$ cat config.mk
export PLATFORM = sky130hd
export DESIGN_NAME = hav_div_cell
export DESIGN_NICKNAME = d
export VERILOG_FILES = /design/src/sv/hav_pkg.sv /design/src/sv/hav_div_cell.sv
export SDC_FILE = /design/constraint.sdc
export NUM_CORES = 1
export LEC_CHECK = 0
export ABC_AREA = 1
export BUFFER_PORTS_ARGS = -buffer_cell sky130_fd_sc_hd__buf_2
export CORE_MARGIN = 5
export CORE_UTILIZATION = 45
export DETAILED_ROUTE_END_ITERATION = 7
export HOLD_SLACK_MARGIN = 0.06
export PLACE_DENSITY = 0.9
export SLEW_MARGIN = 0
export SYNTH_ARGS = -nofsm -noshare
export SYNTH_HDL_FRONTEND = slang
export SYNTH_SLANG_ARGS = --single-unit
$ cat constraint.sdc
create_clock -name clk -period 4 [get_ports clk]
set_input_delay 0.8 -clock clk [delete_from_list [all_inputs] [get_ports clk]]
set_output_delay 0.8 -clock clk [all_outputs]
set_load 0.1 [all_outputs]
$ cat src/sv/hav_pkg.sv
package hav_pkg;

	// datapath widths
	localparam int ROT_W   = 32;  // rotation CORDIC x, y, z
	localparam int VEC_W   = 34;  // vectoring CORDIC x, y
	localparam int W_BITS  = 34;  // offset angle word fed to the phase divider
	localparam int DIV_BITS = 4;  // quotient bits per divider cell
	localparam int REM_W   = 10;  // divider remainder, span is at most 720
	localparam int SQ_STEPS = 31; // root bits of a 62-bit radicand
	localparam int SQ_REM_W = 34;
	localparam int DIST_W  = 26;

	localparam logic signed [ROT_W-1:0] GAIN_Q30 = 32'sd652032874;
	localparam logic [30:0] ONE_Q30 = 31'h4000_0000;
	localparam logic [30:0] PI_Q29  = 31'd1686629713;
	localparam logic [DIST_W-1:0] DIST_MAX = '1;
	localparam logic [15:0] RADIUS_RESET = 16'd6371;

	// arctangent of 2^-i in binary angle units, 2^32 per turn
	localparam logic [31:0] ATAN_TAB [32] = '{
		32'h20000000, 32'h12E4051E, 32'h09FB385B, 32'h051111D4,
		32'h028B0D43, 32'h0145D7E1, 32'h00A2F61E, 32'h00517C55,
		32'h0028BE53, 32'h00145F2F, 32'h000A2F98, 32'h000517CC,
		32'h00028BE6, 32'h000145F3, 32'h0000A2FA, 32'h0000517D,
		32'h000028BE, 32'h0000145F, 32'h00000A30, 32'h00000518,
		32'h0000028C, 32'h00000146, 32'h000000A3, 32'h00000051,
		32'h00000029, 32'h00000014, 32'h0000000A, 32'h00000005,
		32'h00000003, 32'h00000001, 32'h00000001, 32'h00000000
	};

	typedef struct packed {
		logic signed [ROT_W-1:0] x;
		logic signed [ROT_W-1:0] y;
		logic signed [ROT_W-1:0] z;
		logic [1:0]              quad;
	} rot_t;

	typedef struct packed {
		logic signed [VEC_W-1:0] x;
		logic signed [VEC_W-1:0] y;
		logic signed [ROT_W-1:0] z;
	} vec_t;

	typedef struct packed {
		logic [SQ_REM_W-1:0] rem;
		logic [SQ_STEPS-1:0] root;
		logic [2*SQ_STEPS-1:0] op;
	} sqrt_t;

endpackage

$ cat src/sv/hav_div_cell.sv
module hav_div_cell
	import hav_pkg::*;
#(
	parameter int SPAN  = 720,
	parameter int NUM_W = 48
) (
	input  logic             clk,
	input  logic             en,
	input  logic [REM_W-1:0] rem_i,
	input  logic [NUM_W-1:0] num_i,
	input  logic [31:0]      quo_i,
	output logic [REM_W-1:0] rem_q,
	output logic [NUM_W-1:0] num_q,
	output logic [31:0]      quo_q
);

	localparam logic [REM_W:0] SPAN_V = (REM_W+1)'(SPAN);

	logic [REM_W-1:0] rem_c;
	logic [31:0]      quo_c;

	// long division, a few quotient bits from the top of the dividend
	always_comb begin
		logic [REM_W:0] r;
		rem_c = rem_i;
		quo_c = quo_i;
		for (int k = 0; k < DIV_BITS; k++) begin
			r = {rem_c, num_i[NUM_W-1-k]};
			if (r >= SPAN_V) begin
				r = r - SPAN_V;
				quo_c = {quo_c[30:0], 1'b1};
			end else begin
				quo_c = {quo_c[30:0], 1'b0};
			end
			rem_c = r[REM_W-1:0];
		end
	end

	// hand to the next cell
	always_ff @(posedge clk) begin
		if (en) begin
			rem_q <= rem_c;
			num_q <= {num_i[NUM_W-1-DIV_BITS:0], {DIV_BITS{1'b0}}};
			quo_q <= quo_c;
		end
	end

endmodule

Yosys cells after proc, flatten, opt, wreduce, memory -nomap -nowiden
Index checks and enable logic that the tools add are counted.
{ "totals": {"in_bits": 92, "register_bits": 86} }
{ "classes": {"n_lt_le_gt_ge": 4, "muxes": 8, "add_sub_neg": 4} }
{ "op_table": {"columns": ["operator", "n"], "rows": [
  ["11-bit by 10-bit greater-or-equal comparator with 1-bit output (second input constant)", 4],
  ["10-bit 2-to-1 mux", 4],
  ["10-bit subtractor (second input constant)", 4],
  ["1-bit 2-to-1 mux", 4]
]} }

Longest topological paths before layout
Gate-level depths: netlist (run 1).
{ "depth": {"depth_word": 8, "mapped_depth": 28, "ltp_nobuf": 28} }

Least setup slack after synthesis (run 1)
Ideal clock, no wire load.
{ "synth_path": {"path_kind": "in2reg", "startpoint": "input port rem_i[4]", "endpoint": "register rem_q[9] (data pin)", "cell_stages": 23, "n_path_buf": 0, "setup_time_ns": 0.252, "setup_slack_ns": 0.674, "arrival_ns": 3.073, "required_time_ns": 3.748, "path_cell_list": "inv_1 -> ha_1 -> nand2_1 -> nor2_2 -> nand3b_4 -> nand2_4 -> nand2_4 -> nand2_4 -> inv_2 -> a21oi_4 -> nand3_1 -> nand2_1 -> nand2_1 -> nand2_2 -> nand2_4 -> nand2_4 -> nand2_2 -> o21ai_4 -> inv_4 -> a21oi_4 -> nand2_4 -> nand2_1 -> nand2_1"} }
{ "synth_via": {"elab_chain_cells": 8, "elab_cells_between_ends": 12, "classes_between": "add/sub (4); order compare (4); mux (4)"} }
{ "synth_rtl": {"columns": ["item", "line_no", "rtl"], "rows": [
  ["from (decl)", "hav_div_cell.sv:9", "input logic [REM_W-1:0] rem_i,"],
  ["10-bit subtractor or 11-bit by 10-bit greater-or-equal comparator with 1-bit output (tied branches)", "hav_div_cell.sv:30, hav_div_cell.sv:29", null],
  ["10-bit 2-to-1 mux *", "hav_div_cell.sv:29", "if (r >= SPAN_V) begin"],
  ["10-bit subtractor or 11-bit by 10-bit greater-or-equal comparator with 1-bit output (tied branches)", "hav_div_cell.sv:30, hav_div_cell.sv:29", null],
  ["10-bit 2-to-1 mux *", "hav_div_cell.sv:29", null],
  ["10-bit subtractor or 11-bit by 10-bit greater-or-equal comparator with 1-bit output (tied branches)", "hav_div_cell.sv:30, hav_div_cell.sv:29", null],
  ["10-bit 2-to-1 mux *", "hav_div_cell.sv:29", null],
  ["10-bit subtractor or 11-bit by 10-bit greater-or-equal comparator with 1-bit output (tied branches)", "hav_div_cell.sv:30, hav_div_cell.sv:29", null],
  ["10-bit 2-to-1 mux *", "hav_div_cell.sv:29", null],
  ["named net rem_c[9]", "hav_div_cell.sv:19", "logic [REM_W-1:0] rem_c;"],
  ["to (signal assigned)", "hav_div_cell.sv:42", "rem_q <= rem_c;"],
  ["to (decl)", "hav_div_cell.sv:12", "output logic [REM_W-1:0] rem_q,"]
]} }
The timed path passes the listed nets; every way through them passes the cells marked *.
A chain may end at the register's enable or synchronous reset.

Worst setup path after layout (run 1)
Ends and elaborated chain as after synthesis.

==> summary by stage, run 1 <==
Clock tree
After clock tree synthesis, the clock-pin slew on the worst setup and hold paths is 0.09 ns. The post-cts repair resize count is 0. The master cell of the clock root buffer is sky130_fd_sc_hd__clkbuf_8. TritonCTS built the clock tree. Buffers inserted during clock tree synthesis total 9.

The clock passes through at most 2 buffers. The hold buffer count at CTS is 0. In this run the post-CTS setup repair buffer count came out at 0. The maximum level of the CTS H-tree is 3. The number of sinks handled by clock tree synthesis is 86.

Finish
The library cell used most frequently in the layout, excluding fill and tap cells, is sky130_fd_sc_hd__buf_2. The final layout contains 557 nets. For this run, the number of standard cells in the final layout without fillers is 573.

The antenna diode instance count is 0. The area growth from synthesis to layout is 32.4%. In the layout the commonest cells are 172 x sky130_fd_sc_hd__buf_2, 86 x sky130_fd_sc_hd__edfxtp_1, 58 x sky130_fd_sc_hd__nand2_1. In the final layout, the share of cells above drive strength 1 is 0.524.

Die
The floorplan has 33 rows. The die outline area is 10,200 um^2. The placeable core region is 8130 um^2. The number of ports placed on the die boundary is 182.

The initial utilization of the core area, before any placement, comes to 0.456. The floorplan step set the die height to 101 um. Measured along the x axis, the die boundary spans 101 um.

Timing
The post-route clock period utilization is 0.871. The max-slew violation total from the final report was 0. Setup violations remaining at the end of the flow were counted as 0. Setup repair after global routing left no endpoint under its margin. The number of hold violations in the final report is 0. The sum of negative setup slack is 0 ns.

The worst max-slew margin expressed relative to the limit is 0.304. The slew at the pin closest to its max-slew limit is 1.04 ns. Static timing analysis puts the maximum clock frequency at 287 MHz.

The clock period could shrink to 3.48 ns.

Placement
The detailed placer's ending HPWL is 7610 um. The count of port buffers added during placement is 173. Counting tap cells, the placed design contains a total of 557 instances. The last weighted congestion value of the routability-driven placer is 0.935.

Routing
Detailed routing inserted a total of 2,729 vias. Dividing the detail-routed via count by the number of cells gives 4.76. After detailed routing, the number of remaining DRC violations is 0. After detailed routing, the total wire length is 9410 um.

The average routed wire per standard cell is 16.4 um. The violation count after the first detailed-routing iteration is 79. The first TritonRoute pass finished after 4 iterations.

The residual antenna-violating net count after detailed routing is 0.

Synthesis
Sorting the synthesized cells by area gives the leading types as sky130_fd_sc_hd__edfxtp_1 70%, sky130_fd_sc_hd__nand2_1 5.9%, sky130_fd_sc_hd__nand3_1 4.2%. The cell type with the largest total area after synthesis is sky130_fd_sc_hd__edfxtp_1. The mean post-synth cell area is 13.2 um^2.

After technology mapping, the gate count stands at 280. The register bit total from synthesis is 86. The unique cell type count in the Yosys netlist is 29. For this run, the register share of the synthesized area comes to 0.697. The number of warnings reported in the yosys synthesis log is 0. The top cell type's share of synthesized area is 0.697. The mapped netlist covers 3710 um^2.

Job
The max-cap violation count is 0.

Worst setup path
The critical path is of the input pin to flip-flop type. The critical path capture point type is a flip-flop. The arrival time of data at the critical path endpoint is 3.59 ns. Of all nets on the critical path, the largest fanout is 9. The kind of launch point of the worst setup path is an input pin.

The data required time of the worst path is 4.10 ns.

Global route
The initial antenna violation count was 0. Summed over all layers, the global routing overflow is 0. The first global-routing pass estimated 13,900 um of wire. For this run, the total global-route usage over all layers was measured as 0.183. The pin count of the biggest net entering global routing is 87.

The via count of the first global-routing pass came to 2,636.

Power
The static power due to leakage is 2.29 nW. The ratio of total power to cell area is 631 nW/um^2. VDD sags by at most 230 uV.

Run status
The flow ran to the end, and the final reports show no timing, DRC or antenna violations.

Hold path
The path class of the tightest hold or removal check is input pin to flip-flop.
-- path summary, 6_finish.rpt --
kind | from | to | slack (ns) | cells past startpoint
setup / recovery | rem_i[4] | rem_q[9] | 0.52 | 24
hold / removal | num_i[24] | num_q[28] | 0.62 | 1
-- through the flow --
step | utilization | worst slack [ns] | power (W) | hold slack [ns] | area, um^2
final | 0.603 | 0.518 | 0.00310 | 0.622 | 4910
after global routing | 0.603 | 0.247 | 0.00323 | 0.593 | 4910
after CTS | 0.603 | 0.558 | 0.00312 | 0.602 | 4910
after detailed placement | 0.576 | 0.189 | 0.00246 | 0.979 | 4690
after global placement | 0.576 | 0.355 | 0.00243 | 0.977 | 4690
after floorplan | - | 0.674 | 0.00224 | 0.899 | 3720
-- layer usage --
metal | part of all wire | GRT usage | wire length (um)
met1 | 0.35 | 0.198 | 3300
met5 | 0 | 0 | 0
met3 | 0.084 | 0.0443 | 795
met2 | 0.55 | 0.347 | 5190
met4 | 0.013 | 0.0549 | 126
-- cells in the mapped netlist, drive strengths merged --
cell type  number
a21boi          1
a21oi           4
and2            2
buf             4
clkinv          1
conb            1
edfxtp         86
ha              2
inv            29
nand2          86
nand3          35
nand3b          1
nand4           2
nor2           16
o21ai           4
o21bai          1
xnor2           1
xor2            4
-- logic make-up after synthesis --
logic type	count (synthesis)	share of synthesized area
and+or+nand+nor	142	0.213
DFF	86	0.697
buffers and inverters	34	0.0392
AOI/OAI and AO/OA	10	0.0311
xor gates and xnor gates	5	0.0118
adders and majority gates	2	0.00675
other	1	0.00101
-- where the power goes --
| group | switching [W] | internal, W | total [W] |
|---|---|---|---|
| clock network | 0.000300 | 0.000356 | 0.000656 |
| logic | 0.00108 | 0.000228 | 0.00130 |
| registers | 0.0000238 | 0.00112 | 0.00114 |
| total | 0.00140 | 0.00170 | 0.00310 |
-- final cells by class --
| class | count | area, um^2 |
|---|---|---|
| clock buffers | 10 | 128 |
| clock inverters | 6 | 92.6 |
| flip-flops and latches | 86 | 2580 |
| multi-input cells | 163 | 990 |
| well taps | 105 | 131 |
| fillers | 634 | 3230 |
| inverters | 30 | 115 |
| repair buffers | 173 | 868 |
-- flip-flops by register name, summed over array words and instances, names as in the netlist --
signal	cells
num_q	44
quo_q	32
rem_q	10
-- critical path, cell delays in order --
cell and delay (ns):
sky130_fd_sc_hd__buf_2 0.10, sky130_fd_sc_hd__inv_1 0.11, sky130_fd_sc_hd__ha_1 0.16, sky130_fd_sc_hd__nand2_1 0.06
sky130_fd_sc_hd__nor2_2 0.15, sky130_fd_sc_hd__nand3b_4 0.14, sky130_fd_sc_hd__nand2_4 0.16, sky130_fd_sc_hd__nand2_4 0.06
sky130_fd_sc_hd__nand2_4 0.09, sky130_fd_sc_hd__inv_2 0.06, sky130_fd_sc_hd__a21oi_4 0.22, sky130_fd_sc_hd__nand3_1 0.15
sky130_fd_sc_hd__nand2_2 0.11, sky130_fd_sc_hd__inv_2 0.05, sky130_fd_sc_hd__a21boi_4 0.21, sky130_fd_sc_hd__nand2_4 0.14
sky130_fd_sc_hd__nand2_2 0.09, sky130_fd_sc_hd__nand3_2 0.11, sky130_fd_sc_hd__nand2_2 0.10, sky130_fd_sc_hd__clkinv_1 0.14
sky130_fd_sc_hd__nand3_4 0.14, sky130_fd_sc_hd__nand2_4 0.09, sky130_fd_sc_hd__nand2_1 0.07, sky130_fd_sc_hd__nand2_1 0.05
(Power assumes the default switching activity.)
==> run 2, diff against run 1 <==
CORE_UTILIZATION = 36   (was 45)
PLACE_DENSITY = 0.76   (was 0.9)
==> summary by stage, run 2 (synthesis results as in run 1) <==
Die
The die outline area is 12,400 um^2 (+22%). The placeable core region came to 10,200 um^2 (+25%). The cell row count is 37 (+12%). The number of ports placed on the die boundary is 182 (unchanged). The starting density of the core was 0.364 (-0.0917). The horizontal die dimension is 111 um (+11%).

The y dimension of the die is 111 um (+11%).

Timing
Setup repair after global routing left no endpoint under its margin. The slew at the pin closest to its max-slew limit is 1.02 ns (-0.0223 ns). The upper clock frequency limit is 293 MHz (+2.1%).

The final number of setup-violating endpoints was 0 (unchanged). The sum of negative setup slack is 0 ns (unchanged). The post-route clock period utilization came to 0.853 (-0.0178).

The final hold slack is 0.630 ns (+0.00827 ns). The number of hold violations in the final report is 0 (unchanged). The worst max-slew margin expressed relative to the limit was 0.319 (+0.0149).

The shortest clock period the worst path allows after layout is 3.41 ns (-0.0713 ns). The max-slew violation total from the final report is 0 (unchanged).

Routing
The average routed wire per standard cell was 14.2 um (-13%). The violation count after the first detailed-routing iteration is 103 (+30%). The routed wire length was 8580 um (-8.8%). The total number of vias is 2,687 (-1.5%). The remaining routing DRC violations is 0 (unchanged). The residual antenna-violating net count after detailed routing is 0 (unchanged). The first-pass detailed-route iteration total is 4 (unchanged).

The number of vias per cell is 4.46 (-6.4%).

Finish
The number of nets in the layout is 557 (unchanged). The leading cell type in the layout, fill and taps excluded is sky130_fd_sc_hd__buf_2. The post-synthesis to final-layout area growth is 31.7%. The flip-flop count of the largest register after layout is 44 (unchanged). The largest registers in the layout are num_q x44, quo_q x32, rem_q x10. The fraction of layout cells with a size suffix above 1 is 0.518 (-0.00530). The final core area utilization is 0.479 (-0.124). The register ranked first by flip-flop count is num_q. The top cell types in the final layout, fill and taps aside, are 172 x sky130_fd_sc_hd__buf_2, 86 x sky130_fd_sc_hd__edfxtp_1, 58 x sky130_fd_sc_hd__nand2_1. The antenna diode instance count came to 0 (unchanged).

Worst setup path
The category of cells accounting for the largest share of critical-path delay is simple AND/OR/NAND/NOR gates. The data required time of the worst path is 4.10 ns (about the same). The arrival time of data at the critical path endpoint is 3.51 ns (-0.08 ns). The peak per-stage delay on the critical path is 0.26 ns (+0.04 ns). The master of the slowest instance on the critical path is sky130_fd_sc_hd__a21oi_4. The largest fanout of any net on the critical path came to 9 (unchanged). The count of buffer and inverter cells on the critical path was 4 (-1). The kind of launch point of the worst setup path is an input pin. Counting stages on the worst path, the most repeated cell is sky130_fd_sc_hd__nand2_4. The startpoint-to-endpoint class of the critical path is input pin to flip-flop.

Walking the worst path, the cells encountered are buf_2, inv_1, ha_1, nand2_1, nor2_2, nand3b_4, nand2_4, nand2_4, nand2_4, inv_2, a21oi_4, nand3_1, nand2_1, nand2_1, nand2_2, nand2_4, nand2_4, nand2_2, o21ai_4, inv_4, a21oi_4, nand2_4, nand2_1, nand2_1. The worst setup path is captured at a flip-flop.

Power
The static power due to leakage is 2.26 nW (-1.3%). The maximum vdd ir drop is 272 uV (+19%). The ratio of total power to cell area is 598 nW/um^2 (-5.3%).

Global route
The wire length of the first global-routing pass is 13,700 um (-1.5%). The via count of the first global-routing pass is 2,690 (+2.0%). The overflow left after global routing is 0 (unchanged). The combined global-route utilization of all metal layers is 0.138 (-0.0444). The pin count of the biggest net entering global routing is 87 (unchanged).

The initial antenna violation count came to 0 (unchanged).

Clock tree
The post-cts repair resize count is 0 (unchanged). The clock transition at the registers of the reported paths was 0.08 ns (about the same). The hold buffer count at CTS is 0 (unchanged). The maximum number of buffers from clock root to sink is 2 (unchanged). The master cell of the clock root buffer is sky130_fd_sc_hd__clkbuf_8. TritonCTS built the clock tree. The CTS buffer count is 9 (unchanged).

The maximum level of the CTS H-tree is 3 (unchanged). The post-CTS setup-driven buffer insertion count is 0 (unchanged). The number of sinks handled by clock tree synthesis is 86 (unchanged).

Hold path
The worst hold path belongs to the class input pin to flip-flop.

Placement
The count of port buffers added during placement came to 173 (unchanged). The last weighted congestion value of the routability-driven placer is 0.863 (-7.7%). The detailed placer's ending HPWL is 6940 um (-8.7%).

Run status
The flow ran to the end, and the final reports show no timing, DRC or antenna violations.

Job
The max-cap violation count was 0 (unchanged).
-- run 2: final cells by class --
type,count,area (um^2)
clock buffers,10,128
clock inverters,5,27.5
fillers,921,5300
inverters,30,115
multi-input cells,163,990
flip-flops and latches,86,2580
well taps,136,170
repair buffers,173,868
-- run 2: worst paths after layout --
path                  cells after the start  slack (ns)  endpoint       from
worst max-delay path                     24        0.59  rem_q[6]   rem_i[4]
worst min-delay path                      1        0.63  rem_q[1]  num_i[45]
-- run 2: power by group --
group	total, W	switching [W]	internal (W)	leakage [nW]
registers	0.00114	0.0000215	0.00112	0.842
logic	0.00129	0.00106	0.000228	1.34
clock network	0.000489	0.000272	0.000217	0.0732
-- run 2: per-stage QoR --
stage               setup slack, ns  power, W  area [um^2]  instances
finish                        0.589   0.00292         4880        603
CTS                           0.622   0.00295         4880        603
global placement              0.333   0.00244         4730        588
detailed placement            0.233   0.00246         4730        588
global route                  0.316   0.00307         4880        603
floorplan                     0.674   0.00224         3720        283
-- run 2: metal layers --
metal  track usage  share of wire  vias to the layer above
met5             0              0                        -
met4        0.0503          0.015                        0
met3        0.0484          0.085                       11
met2         0.249           0.53                      121
met1         0.149           0.37                     1243
li1              -              -                     1312
==> run 3, diff against run 2 <==
CORE_UTILIZATION = 46   (was 36)
PLACE_DENSITY = unset   (was 0.76)
PLACE_DENSITY_LB_ADDON = 0.25   (was unset)
==> summary by stage, run 3 (synthesis results as in run 1) <==
Global route
The overflow left after global routing is 0 (unchanged). The global routing stage identified its most utilized layer as met2. The combined global-route utilization of all metal layers was 0.178 (+0.0395).

The pin count of the biggest net entering global routing is 87 (unchanged). The fraction of met1 tracks used by global routing is 0.202 (+0.0531). The initial antenna violation count was 0 (unchanged).

The met3 global-route usage is 0.0428 (-0.00559). The via count of the first global-routing pass is 2,528 (-6.0%). The global-route met2 utilization was 0.318 (+0.0683). The wire length of the first global-routing pass is 13,400 um (-2.1%).

Finish
The largest registers in the layout are num_q x44, quo_q x32, rem_q x10. The flip-flop count of the largest register after layout is 44 (unchanged). The number of nets in the layout is 557 (unchanged). The number of standard cells in the layout, taps in and fillers out is 570 (-5.5%). Compared with the post-synthesis result, the final layout area differs by 31.2%. More flip-flops sit in one register than any other, and that register is num_q. The finished layout cell area is 4860 um^2 (-0.36%).

The fraction of layout cells with a size suffix above 1 was 0.524 (+0.00530). The leading cell type in the layout, fill and taps excluded is sky130_fd_sc_hd__buf_2. In the layout the commonest cells are 172 x sky130_fd_sc_hd__buf_2, 86 x sky130_fd_sc_hd__edfxtp_1, 58 x sky130_fd_sc_hd__nand2_1. The antenna diode instance count is 0 (unchanged).

Worst setup path
The peak per-stage delay on the critical path is 0.21 ns (-0.05 ns). The largest fanout of any net on the critical path is 9 (unchanged). On the critical path the largest part of the delay comes from simple AND/OR/NAND/NOR gates. By instance count, the cell type seen most on the critical path is sky130_fd_sc_hd__nand2_2. The master of the slowest instance on the critical path is sky130_fd_sc_hd__a21boi_4. The data required time of the worst path is 4.10 ns (about the same). The worst setup path is captured at a flip-flop. The arrival time of data at the critical path endpoint is 3.58 ns (+0.07 ns).

The worst setup path is launched from an input pin. The count of buffer and inverter cells on the critical path was 5 (+1). The startpoint-to-endpoint class of the critical path is input pin to flip-flop.

Routing
The remaining routing DRC violations is 0 (unchanged). The routed wire length came to 9070 um (+5.7%). The first-pass detailed-route iteration total came to 4 (unchanged).

The number of vias per cell came to 4.72 (+5.9%). The violation count after the first detailed-routing iteration is 98 (-4.9%). The average routed wire per standard cell is 15.9 um (+12%). The residual antenna-violating net count after detailed routing came to 0 (unchanged). The total number of vias is 2,691 (+0.15%).

Die
The placeable core region came to 7810 um^2 (-23%). The starting density of the core is 0.475 (+0.111). The y dimension of the die is 99.8 um (-10%). The cell row count is 32 (-14%). The die outline area is 9950 um^2 (-20%). The number of ports placed on the die boundary is 182 (unchanged). The horizontal die dimension came to 99.8 um (-10%).

Clock tree
The maximum level of the CTS H-tree was 3 (unchanged). The clock transition at the registers of the reported paths was 0.09 ns (about the same). The hold buffer count at CTS is 0 (unchanged). The post-cts repair resize count came to 0 (unchanged). The number of sinks handled by clock tree synthesis came to 86 (unchanged). The tree is rooted in a sky130_fd_sc_hd__clkbuf_8. TritonCTS built the clock tree. The CTS buffer count is 9 (unchanged). The maximum number of buffers from clock root to sink was 2 (unchanged). The post-CTS setup-driven buffer insertion count is 0 (unchanged).

Job
The max-cap violation count is 0 (unchanged).

Timing
The worst max-slew margin expressed relative to the limit is 0.311 (-0.00842). The shortest clock period the worst path allows after layout is 3.47 ns (+0.0594 ns). The sum of negative setup slack is 0 ns (unchanged). The final number of setup-violating endpoints is 0 (unchanged). The number of hold violations in the final report came to 0 (unchanged). Setup repair after global routing left no endpoint under its margin. The slew at the pin closest to its max-slew limit is 1.03 ns (+0.0126 ns). The post-route clock period utilization is 0.868 (+0.0149). The max-slew violation total from the final report came to 0 (unchanged).

The upper clock frequency limit was 288 MHz (-1.7%).

Power
The part of the power in combinational logic is 0.436 (-0.007). The maximum vdd ir drop is 269 uV (-1.2%). The ratio of total power to cell area came to 612 nW/um^2 (+2.4%).

The sequential power share is 0.382 (-0.008). The switching share of total power came to 0.471 (+0.00557). The net switching component of the power is 0.00140 W (+3.2%). The static power due to leakage is 2.27 nW (+0.54%). The cell-internal power was 0.00158 W (+0.94%). The part of the total power dissipated in the clock network was 0.182 (+0.015).

Run status
The flow ran to the end, and the final reports show no timing, DRC or antenna violations.

Placement
The number of cells after detailed placement is 554 (-5.8%). The instance area at placement is 4680 um^2 (-0.90%). The last weighted congestion value of the routability-driven placer was 0.790 (-8.4%).

The detailed placer's ending HPWL came to 7350 um (+5.8%). The count of port buffers added during placement is 173 (unchanged).

Hold path
The type of the tightest min-delay check is input pin to flip-flop.
-- run 3: per-layer routing --
metal / up-vias / wire length (um) / share of wire
met2: 99 / 4760 / 0.52
met3: 13 / 726 / 0.080
met1: 1265 / 3420 / 0.38
met5: - / 0 / 0
li1: 1314 / - / -
met4: 0 / 168 / 0.019
-- run 3: path summary, 6_finish.rpt --
kind / from / to / slack (ns) / cells after the start
worst min-delay path: num_i[19] / num_q[23] / 0.62 / 1
worst max-delay path: rem_i[4] / rem_q[9] / 0.53 / 26
-- run 3: cell type report --
class / instances / area (um^2)
fill: 640 / 2940
sequential: 86 / 2580
multi-input combinational: 163 / 990
timing repair buffer: 173 / 868
tap: 102 / 128
clock buffer: 9 / 124
inverter: 30 / 115
clock inverter: 7 / 56.3
-- run 3: power groups by stage --
stage	logic [W]	clock network, W	registers, W
after floorplan	0.000365	0	0.00188
after global placement	0.00129	0	0.00115
after detailed placement	0.00130	0	0.00116
after CTS	0.00130	0.000562	0.00114
after global routing	0.00136	0.000606	0.00115
final	0.00130	0.000542	0.00114
-- run 3: through the flow --
| step | utilization | hold WS, ns | power [W] | setup slack [ns] |
|---|---|---|---|---|
| 2_1_floorplan | - | 0.899 | 0.00224 | 0.674 |
| 3_3_place_gp | 0.600 | 0.977 | 0.00244 | 0.280 |
| 3_5_place_dp | 0.600 | 0.979 | 0.00246 | 0.177 |
| 4_1_cts | 0.623 | 0.601 | 0.00300 | 0.549 |
| 5_1_grt | 0.623 | 0.590 | 0.00312 | 0.303 |
| 6_report | 0.623 | 0.620 | 0.00298 | 0.530 |
